$ cat src/rtl/rvu8v_pkg.sv
`default_nettype none
package rvu8v_pkg;

  localparam int unsigned NumClasses   = 15;
  localparam int unsigned Utf8Classes  = 12;
  localparam int unsigned FramedStates = 12;
  localparam int unsigned PlainStates  = 9;

  localparam logic [7:0] RowEndByte   = 8'hFD;
  localparam logic [7:0] NullByte     = 8'hFE;
  localparam logic [7:0] ValueEndByte = 8'hFF;

  typedef logic [3:0] cls_t;
  typedef logic [3:0] pstate_t;

  // byte classes
  localparam cls_t ClsInvalid  = 4'd0;
  localparam cls_t ClsAscii    = 4'd1;
  localparam cls_t ClsCont8x   = 4'd2;
  localparam cls_t ClsCont9x   = 4'd3;
  localparam cls_t ClsContAB   = 4'd4;
  localparam cls_t ClsLead2    = 4'd5;
  localparam cls_t ClsLeadE0   = 4'd6;
  localparam cls_t ClsLead3    = 4'd7;
  localparam cls_t ClsLeadED   = 4'd8;
  localparam cls_t ClsLeadF0   = 4'd9;
  localparam cls_t ClsLead4    = 4'd10;
  localparam cls_t ClsLeadF4   = 4'd11;
  localparam cls_t ClsRowEnd   = 4'd12;
  localparam cls_t ClsNull     = 4'd13;
  localparam cls_t ClsValueEnd = 4'd14;

  localparam pstate_t StError = 4'd0;
  localparam pstate_t StStart = 4'd1;

  localparam pstate_t FramedNext [FramedStates][NumClasses] = '{
    '{4'd0, 4'd0, 4'd0, 4'd0, 4'd0, 4'd0, 4'd0, 4'd0, 4'd0, 4'd0, 4'd0, 4'd0, 4'd0, 4'd0, 4'd0},
    '{4'd0, 4'd2, 4'd0, 4'd0, 4'd0, 4'd3, 4'd4, 4'd6, 4'd5, 4'd7, 4'd8, 4'd9, 4'd1, 4'd10, 4'd11},
    '{4'd0, 4'd2, 4'd0, 4'd0, 4'd0, 4'd3, 4'd4, 4'd6, 4'd5, 4'd7, 4'd8, 4'd9, 4'd0, 4'd0, 4'd11},
    '{4'd0, 4'd0, 4'd2, 4'd2, 4'd2, 4'd0, 4'd0, 4'd0, 4'd0, 4'd0, 4'd0, 4'd0, 4'd0, 4'd0, 4'd0},
    '{4'd0, 4'd0, 4'd0, 4'd0, 4'd3, 4'd0, 4'd0, 4'd0, 4'd0, 4'd0, 4'd0, 4'd0, 4'd0, 4'd0, 4'd0},
    '{4'd0, 4'd0, 4'd3, 4'd3, 4'd0, 4'd0, 4'd0, 4'd0, 4'd0, 4'd0, 4'd0, 4'd0, 4'd0, 4'd0, 4'd0},
    '{4'd0, 4'd0, 4'd3, 4'd3, 4'd3, 4'd0, 4'd0, 4'd0, 4'd0, 4'd0, 4'd0, 4'd0, 4'd0, 4'd0, 4'd0},
    '{4'd0, 4'd0, 4'd0, 4'd6, 4'd6, 4'd0, 4'd0, 4'd0, 4'd0, 4'd0, 4'd0, 4'd0, 4'd0, 4'd0, 4'd0},
    '{4'd0, 4'd0, 4'd6, 4'd6, 4'd6, 4'd0, 4'd0, 4'd0, 4'd0, 4'd0, 4'd0, 4'd0, 4'd0, 4'd0, 4'd0},
    '{4'd0, 4'd0, 4'd6, 4'd0, 4'd0, 4'd0, 4'd0, 4'd0, 4'd0, 4'd0, 4'd0, 4'd0, 4'd0, 4'd0, 4'd0},
    '{4'd0, 4'd0, 4'd0, 4'd0, 4'd0, 4'd0, 4'd0, 4'd0, 4'd0, 4'd0, 4'd0, 4'd0, 4'd0, 4'd0, 4'd11},
    '{4'd0, 4'd2, 4'd0, 4'd0, 4'd0, 4'd3, 4'd4, 4'd6, 4'd5, 4'd7, 4'd8, 4'd9, 4'd1, 4'd10, 4'd11}
  };

  localparam pstate_t PlainNext [PlainStates][Utf8Classes] = '{
    '{4'd0, 4'd0, 4'd0, 4'd0, 4'd0, 4'd0, 4'd0, 4'd0, 4'd0, 4'd0, 4'd0, 4'd0},
    '{4'd0, 4'd1, 4'd0, 4'd0, 4'd0, 4'd2, 4'd3, 4'd5, 4'd4, 4'd6, 4'd7, 4'd8},
    '{4'd0, 4'd0, 4'd1, 4'd1, 4'd1, 4'd0, 4'd0, 4'd0, 4'd0, 4'd0, 4'd0, 4'd0},
    '{4'd0, 4'd0, 4'd0, 4'd0, 4'd2, 4'd0, 4'd0, 4'd0, 4'd0, 4'd0, 4'd0, 4'd0},
    '{4'd0, 4'd0, 4'd2, 4'd2, 4'd0, 4'd0, 4'd0, 4'd0, 4'd0, 4'd0, 4'd0, 4'd0},
    '{4'd0, 4'd0, 4'd2, 4'd2, 4'd2, 4'd0, 4'd0, 4'd0, 4'd0, 4'd0, 4'd0, 4'd0},
    '{4'd0, 4'd0, 4'd0, 4'd5, 4'd5, 4'd0, 4'd0, 4'd0, 4'd0, 4'd0, 4'd0, 4'd0},
    '{4'd0, 4'd0, 4'd5, 4'd5, 4'd5, 4'd0, 4'd0, 4'd0, 4'd0, 4'd0, 4'd0, 4'd0},
    '{4'd0, 4'd0, 4'd5, 4'd0, 4'd0, 4'd0, 4'd0, 4'd0, 4'd0, 4'd0, 4'd0, 4'd0}
  };

  typedef struct packed {
    logic [7:0] data_byte;
    logic       carries_byte;
    logic       last_item;
  } item_t;

  typedef struct packed {
    logic still_valid;
    logic row_closed;
    logic document_end;
    logic document_valid;
  } result_t;

  function automatic cls_t classify(input logic [7:0] b);
    cls_t c;
    priority if (b < 8'h80)      c = ClsAscii;
    else if (b < 8'h90)          c = ClsCont8x;
    else if (b < 8'hA0)          c = ClsCont9x;
    else if (b < 8'hC0)          c = ClsContAB;
    else if (b < 8'hC2)          c = ClsInvalid;
    else if (b < 8'hE0)          c = ClsLead2;
    else if (b == 8'hE0)         c = ClsLeadE0;
    else if (b == 8'hED)         c = ClsLeadED;
    else if (b < 8'hF0)          c = ClsLead3;
    else if (b == 8'hF0)         c = ClsLeadF0;
    else if (b < 8'hF4)          c = ClsLead4;
    else if (b == 8'hF4)         c = ClsLeadF4;
    else if (b == RowEndByte)    c = ClsRowEnd;
    else if (b == NullByte)      c = ClsNull;
    else if (b == ValueEndByte)  c = ClsValueEnd;
    else                         c = ClsInvalid;
    return c;
  endfunction

  function automatic pstate_t advance(input logic plain, input pstate_t st, input cls_t c);
    pstate_t n;
    cls_t    pc;
    pc = (c >= cls_t'(Utf8Classes)) ? ClsInvalid : c;
    n  = StError;
    if (plain) begin
      if (st < pstate_t'(PlainStates)) begin
        n = PlainNext[st][pc];
      end
    end else begin
      if (st < pstate_t'(FramedStates) && c < cls_t'(NumClasses)) begin
        n = FramedNext[st][c];
      end
    end
    return n;
  endfunction

endpackage
`default_nettype wire

$ cat src/rtl/rvu8v_in_stage.sv
`default_nettype none
module rvu8v_in_stage (
  input  wire logic            clk_i,
  input  wire logic            rst_ni,
  input  wire logic            in_valid_i,
  output logic                 in_stall_o,
  input  wire rvu8v_pkg::item_t item_i,
  input  wire logic            advance_i,
  output logic                 valid_o,
  output rvu8v_pkg::item_t     item_o
);
  import rvu8v_pkg::*;

  logic  valid_q, valid_d;
  item_t item_q;
  logic  load;

  assign in_stall_o = valid_q && !advance_i;
  assign load       = !in_stall_o;
  assign valid_d    = load ? in_valid_i : valid_q;

  always_ff @(posedge clk_i or negedge rst_ni) begin
    if (!rst_ni) begin
      valid_q <= 1'b0;
    end else begin
      valid_q <= valid_d;
    end
  end

  always_ff @(posedge clk_i) begin
    if (load && in_valid_i) begin
      item_q <= item_i;
    end
  end

  assign valid_o = valid_q;
  assign item_o  = item_q;
endmodule
`default_nettype wire

$ cat src/rtl/rvu8v_step.sv
`default_nettype none
module rvu8v_step (
  input  wire logic             clk_i,
  input  wire logic             rst_ni,
  input  wire logic             cfg_we_i,
  input  wire logic             cfg_wdata_i,
  input  wire rvu8v_pkg::item_t item_i,
  input  wire logic             fire_i,
  output rvu8v_pkg::result_t    result_o
);
  import rvu8v_pkg::*;

  logic    mode_q, mode_d;
  pstate_t state_q, state_d;
  pstate_t st_n;
  cls_t    cls;

  always_comb begin
    cls  = classify(item_i.data_byte);
    st_n = item_i.carries_byte ? advance(mode_q, state_q, cls) : state_q;

    result_o.still_valid    = (st_n != StError);
    result_o.row_closed     = item_i.carries_byte && !mode_q && (cls == ClsRowEnd)
                              && (st_n == StStart);
    result_o.document_end   = item_i.last_item;
    result_o.document_valid = item_i.last_item && (st_n == StStart);
  end

  // a mode write restarts the current document
  always_comb begin
    mode_d  = mode_q;
    state_d = state_q;
    if (cfg_we_i) begin
      mode_d  = cfg_wdata_i;
      state_d = StStart;
    end else if (fire_i) begin
      state_d = item_i.last_item ? StStart : st_n;
    end
  end

  always_ff @(posedge clk_i or negedge rst_ni) begin
    if (!rst_ni) begin
      mode_q  <= 1'b0;
      state_q <= StStart;
    end else begin
      mode_q  <= mode_d;
      state_q <= state_d;
    end
  end
endmodule
`default_nettype wire

$ cat src/rtl/row_value_utf8_validator_unit.sv
`default_nettype none
// Streaming validator for strict UTF-8 and for row/value framed documents
// (0xFD row end, 0xFE null, 0xFF value end), one byte per transaction and one
// result per transaction. A transaction is registered at the input, classified
// and stepped through the automaton, and its result is registered at the
// output. One transaction can be taken every cycle while the output is not
// stalled by out_stall_i; a stalled output holds the input stage.
// A mode write with cfg_wdata_i high selects plain UTF-8 checking (FD/FE/FF
// invalid); every mode write restarts the current document, so write it only
// while no transaction is in flight.
module row_value_utf8_validator_unit (
  input  wire logic       clk_i,
  input  wire logic       rst_ni,
  input  wire logic       cfg_we_i,
  input  wire logic       cfg_wdata_i,
  input  wire logic       in_valid_i,
  output logic            in_stall_o,
  input  wire logic [7:0] data_byte_i,
  input  wire logic       carries_byte_i,
  input  wire logic       last_item_i,
  output logic            out_valid_o,
  input  wire logic       out_stall_i,
  output logic            still_valid_o,
  output logic            row_closed_o,
  output logic            document_end_o,
  output logic            document_valid_o
);
  import rvu8v_pkg::*;

  item_t   in_item, s1_item;
  logic    s1_valid;
  logic    out_free;
  logic    fire;
  result_t res;
  result_t res_q;
  logic    out_valid_q, out_valid_d;

  assign in_item.data_byte    = data_byte_i;
  assign in_item.carries_byte = carries_byte_i;
  assign in_item.last_item    = last_item_i;

  assign out_free = !out_valid_q || !out_stall_i;
  assign fire     = s1_valid && out_free;

  rvu8v_in_stage u_in_stage (
    .clk_i      (clk_i),
    .rst_ni     (rst_ni),
    .in_valid_i (in_valid_i),
    .in_stall_o (in_stall_o),
    .item_i     (in_item),
    .advance_i  (out_free),
    .valid_o    (s1_valid),
    .item_o     (s1_item)
  );

  rvu8v_step u_step (
    .clk_i       (clk_i),
    .rst_ni      (rst_ni),
    .cfg_we_i    (cfg_we_i),
    .cfg_wdata_i (cfg_wdata_i),
    .item_i      (s1_item),
    .fire_i      (fire),
    .result_o    (res)
  );

  assign out_valid_d = out_free ? s1_valid : out_valid_q;

  always_ff @(posedge clk_i or negedge rst_ni) begin
    if (!rst_ni) begin
      out_valid_q <= 1'b0;
    end else begin
      out_valid_q <= out_valid_d;
    end
  end

  always_ff @(posedge clk_i) begin
    if (fire) begin
      res_q <= res;
    end
  end

  assign out_valid_o      = out_valid_q;
  assign still_valid_o    = res_q.still_valid;
  assign row_closed_o     = res_q.row_closed;
  assign document_end_o   = res_q.document_end;
  assign document_valid_o = res_q.document_valid;
endmodule
`default_nettype wire
$ cat config.mk
export PLATFORM = sky130hd
export DESIGN_NAME = row_value_utf8_validator_unit
export DESIGN_NICKNAME = d
export VERILOG_FILES = /design/src/rtl/rvu8v_pkg.sv /design/src/rtl/rvu8v_in_stage.sv /design/src/rtl/rvu8v_step.sv /design/src/rtl/row_value_utf8_validator_unit.sv
export SDC_FILE = /design/constraint.sdc
export NUM_CORES = 1
export LEC_CHECK = 0
export ABC_AREA = 0
export BUFFER_PORTS_ARGS = -buffer_cell sky130_fd_sc_hd__buf_2
export CORE_UTILIZATION = 59
export DETAILED_ROUTE_END_ITERATION = 6
export PLACE_DENSITY_LB_ADDON = 0.08
export SLEW_MARGIN = 10
export SYNTH_ARGS = -nofsm -noshare
export SYNTH_HDL_FRONTEND = slang
export SYNTH_SLANG_ARGS = --single-unit
$ cat constraint.sdc
create_clock -name clk_i -period 3.35 [get_ports clk_i]
set_input_delay 0.335 -clock clk_i [delete_from_list [all_inputs] [get_ports clk_i]]
set_output_delay 0.335 -clock clk_i [all_outputs]
set_load 0.02 [all_outputs]
==> impl_summary.md <==
Floorplanning
In this run the standard cell core region covers 0.00334 mm². From bottom edge to top edge, the die measures 61.0 µm. During I/O placement, the number of pins put on the boundary was 22. The initial cell density of the core is 61.6%. The width of the chip is 61.0 µm. The cell row count is 21. The die outline area is 0.00372 mm².

Pwr
The internal power of the cells totals 434 µW. The overall power of the completed layout is 676 µW. The clock network burns 17.0% of the power. The switching fraction of total power is 35.9%. The total power per unit cell area is 305 mW/mm². Of the total power, combinational logic draws 34.5%. The maximum resistive drop on vdd is 0.257 mV. The analysis attributes to cell leakage a power of 0.000855 µW. Summed over all nets, the switching power comes to 242 µW. Of the total power, registers draw 48.4%.

Placement
The count of placed standard cells including taps is 308. The number of buffers inserted by port buffering is 21. Prior to clock tree synthesis, the placed netlist has a worst setup slack of 0.304 ns. The global placer's final weighted congestion is 1.01. After legalization and detailed placement, the total HPWL measured 4040 µm.

Cells and area
The layout has 292 filler cells. The final antenna diode count is 0. The area taken by multi-input logic gates is 0.00134 mm². After the last flow step, the layout net total stands at 289. The library cells used most frequently in the layout, excluding fill and tap cells, are sky130_fd_sc_hd__nand2_1 (25), sky130_fd_sc_hd__buf_2 (21), sky130_fd_sc_hd__o21ai_0 (16), sky130_fd_sc_hd__nor2_1 (14), sky130_fd_sc_hd__edfxtp_1 (14).

The area growth from synthesis to layout is 7.91%. The fraction of layout instances using a drive strength above 1 is 16.9%. The most common library cell in the layout ignoring fill and taps is sky130_fd_sc_hd__nand2_1. Summing all flip-flop and latch instances after layout gives 597 µm². The final instance count without filler cells is 313.

Drt
The post-detailed-routing wire length is 5410 µm. For this run, design rule violations remaining after detail routing come to 0. The pre-antenna-repair detailed-routing pass consisted of 7 iterations. Dividing the detail-routed wire length by the instance count gives 17.3 µm.

Using the TritonRoute via totals, the vias-per-cell ratio works out to 6.76. In this run, the number of DRC markers left after iteration 0 of detailed routing was 285. Summing over every cut layer, the via total after detailed routing is 2,117. Once detail routing completed, the nets flagged for antenna violations numbered 0.

Timing
The total count of hold-check failures in the final report is 0. Setup repair after global routing left no endpoint under its margin. The maximum operating frequency is 320 MHz. The max-slew violation count came to 0. The setup skew after layout is 0.00907 ns.

The tightest hold path in the finished design has a slack of 0.215 ns. Summed over all failing endpoints, the final setup total negative slack is 0 ns. The relative slew slack is 56.0%. The clock period minus final worst setup slack is 3.12 ns.

Setup violations remaining at the end of the flow were counted as 0. For the pin with the worst max-slew slack, the measured transition is 0.659 ns. The final critical path takes up 93.2% of the cycle.

Setup slack on the critical path of the routed design comes to 0.227 ns.

Clocking
The number of buffers created by CTS is 3. Clock-pin slew was measured on the worst setup and hold paths at 0.11 ns. The number of clock sinks is 21. The later pin in the worst-skew pair is clocked with a latency of 0.29 ns. The setup fix buffers added after clock tree synthesis is 0. The number of H-tree levels is 1. The cell at the root of the clock tree is sky130_fd_sc_hd__clkbuf_4. No sink is reached through more buffers than the 2 on the longest clock path. TritonCTS built the clock tree.

Flow run
Across the run, the number of max-cap violations was 0.

GRT
The via count of the first global-routing pass was 1,921. The initial antenna violation count came to 0. Entering global routing, the biggest net connects 19 pins.

The global-route wire length before repair is 8850 µm. Across every metal layer, demand over resource in global routing totals 32.1%. Summed over all layers, the global routing overflow is 0.

Synth
The top-area cell type share of the netlist area is 20.5%. For this run, the register share of the synthesized area comes to 29.0%. The number of nets handed over by synthesis was 273. During synthesis, Yosys emitted a total of 0 warnings. Summing every instance area after synthesis gives 0.00206 mm². The post-synthesis async set-or-reset flop share is 33.3%. Counting distinct cell types in the post-synthesis netlist gives 66. The synthesized design contains 21 register bits. The count of flip-flops with a built-in enable after synthesis is 14. A synthesized cell averages 8.16 µm². Synthesis produced 252 cells. Among all flip-flop cells after synthesis, the most frequent one is sky130_fd_sc_hd__edfxtp_1. The top cell type by total area after synthesis is sky130_fd_sc_hd__edfxtp_1. By area the synthesized netlist is led by sky130_fd_sc_hd__edfxtp_1 (20%), sky130_fd_sc_hd__dfrtp_1 (7.3%), sky130_fd_sc_hd__nand2_1 (4.6%).

Worst setup path
The startpoint-to-endpoint class of the critical path is flop to flop. The worst setup path is captured at a flop. The largest driver fanout on the critical path is 15. STA classifies the critical path startpoint as a flop. The worst endpoint data arrival time is 3.16 ns. For the worst setup path, the data required time is 3.39 ns.

Worst hold path
The path class of the tightest hold or removal check is input port to flop.

Outcome
The flow ran to the end, and the final reports show no timing, DRC or antenna violations.
power by group through the flow:
stage / logic (µW) / registers, µW / clock network (µW)
3_5_place_dp: 225 / 331 / 0
6_report: 233 / 327 / 115
4_1_cts: 226 / 326 / 121
2_1_floorplan: 173 / 320 / 0
5_1_grt: 256 / 331 / 129
3_3_place_gp: 225 / 331 / 0
final cells by class:
class,count,area share (%)
multi-input combinational,205,60.6
sequential,21,26.9
timing repair buffer,28,7.22
tap,46,2.59
inverter,9,1.52
clock buffer,4,1.18
kinds of logic after synthesis:
family | count (synthesis) | share of synthesized area, %
AND/OR/NAND/NOR | 99 | 26.0
AO/OA/AOI/OAI | 96 | 33.8
buffers and inverters | 26 | 5.60
flip-flops | 21 | 29.0
multiplexers | 5 | 2.50
adder cells (fa/ha/maj) | 5 | 3.04
synthesized netlist by cell type (2+ instances only):
cell type / instances
sky130_fd_sc_hd__a211o_1: 2
sky130_fd_sc_hd__a211oi_1: 3
sky130_fd_sc_hd__a21boi_0: 2
sky130_fd_sc_hd__a21o_1: 2
sky130_fd_sc_hd__a21oi_1: 13
sky130_fd_sc_hd__a22oi_1: 3
sky130_fd_sc_hd__a31oi_1: 6
sky130_fd_sc_hd__a32oi_1: 2
sky130_fd_sc_hd__and2_1: 5
sky130_fd_sc_hd__and3_1: 2
sky130_fd_sc_hd__buf_2: 2
sky130_fd_sc_hd__buf_6: 2
sky130_fd_sc_hd__clkbuf_1: 13
sky130_fd_sc_hd__dfrtp_1: 6
sky130_fd_sc_hd__edfxtp_1: 14
sky130_fd_sc_hd__ha_1: 5
sky130_fd_sc_hd__inv_1: 9
sky130_fd_sc_hd__mux2i_1: 4
sky130_fd_sc_hd__nand2_1: 25
sky130_fd_sc_hd__nand2b_1: 6
sky130_fd_sc_hd__nand3_1: 11
sky130_fd_sc_hd__nand3b_1: 2
sky130_fd_sc_hd__nand4_1: 4
sky130_fd_sc_hd__nand4b_1: 2
sky130_fd_sc_hd__nor2_1: 14
sky130_fd_sc_hd__nor2b_1: 7
sky130_fd_sc_hd__nor3_1: 9
sky130_fd_sc_hd__o2111ai_1: 4
sky130_fd_sc_hd__o211a_1: 2
sky130_fd_sc_hd__o211ai_1: 7
sky130_fd_sc_hd__o21a_1: 4
sky130_fd_sc_hd__o21ai_0: 16
sky130_fd_sc_hd__o21ai_1: 4
sky130_fd_sc_hd__o22ai_1: 2
sky130_fd_sc_hd__o311a_1: 2
sky130_fd_sc_hd__o31ai_1: 4
sky130_fd_sc_hd__or2_2: 2
sky130_fd_sc_hd__or3_1: 2
final timing paths:
check                                      from                   end  slack, ns  depth (start not counted)
setup / recovery           u_in_stage.item_o[3]         still_valid_o       0.23                          8
hold / removal                   data_byte_i[6]  u_in_stage.item_o[8]       0.21                          1
setup reg to reg           u_in_stage.item_o[3]         still_valid_o       0.23                          8
hold reg to reg              u_in_stage.valid_o           out_valid_o       0.53                          1
max in group asynchronous                rst_ni     u_step.state_q[0]       2.75                          2
min in group asynchronous                rst_ni         u_step.mode_q       0.38                          2
layer usage:
layer  part of all wire, %  GRT usage, %  vias up
met4                   2.9          12.7        0
met5                     0             0        -
met3                    12          4.83       25
met1                    42          46.4      931
met2                    43          48.4      151
li1                      -             -     1010
state kept, by name (all words and copies together) (netlist names):
| signal | flops |
|---|---|
| document_end_o | 1 |
| document_valid_o | 1 |
| out_valid_o | 1 |
| row_closed_o | 1 |
| still_valid_o | 1 |
| u_in_stage.item_o | 10 |
| u_in_stage.valid_o | 1 |
| u_step.mode_q | 1 |
| u_step.state_q | 4 |
through the flow:
step                instance area, µm²  utilization, %
floorplan                         2060               -
global route                      2220            66.5
finish                            2220            66.5
CTS                               2220            66.5
global placement                  2180            65.4
detailed placement                2180            65.4
critical path, stage by stage, from the launching register on:
cell and delay, ns:
sky130_fd_sc_hd__edfxtp_1 0.58, sky130_fd_sc_hd__or4b_1 0.62, sky130_fd_sc_hd__a41oi_1 0.46, sky130_fd_sc_hd__nand3_1 0.30, sky130_fd_sc_hd__a21oi_1 0.22, sky130_fd_sc_hd__nor3_1 0.07, sky130_fd_sc_hd__o2111ai_1 0.20, sky130_fd_sc_hd__o211a_2 0.27
sky130_fd_sc_hd__o2111ai_1 0.14
repair_timing:
action | 4_1_cts | 5_1_grt
gates resized for setup | 0 | 0
endpoints found under the hold margin | 6 | 0
hold buffers | 1 | 0
No activity file was read; power rests on OpenSTA's default activity.
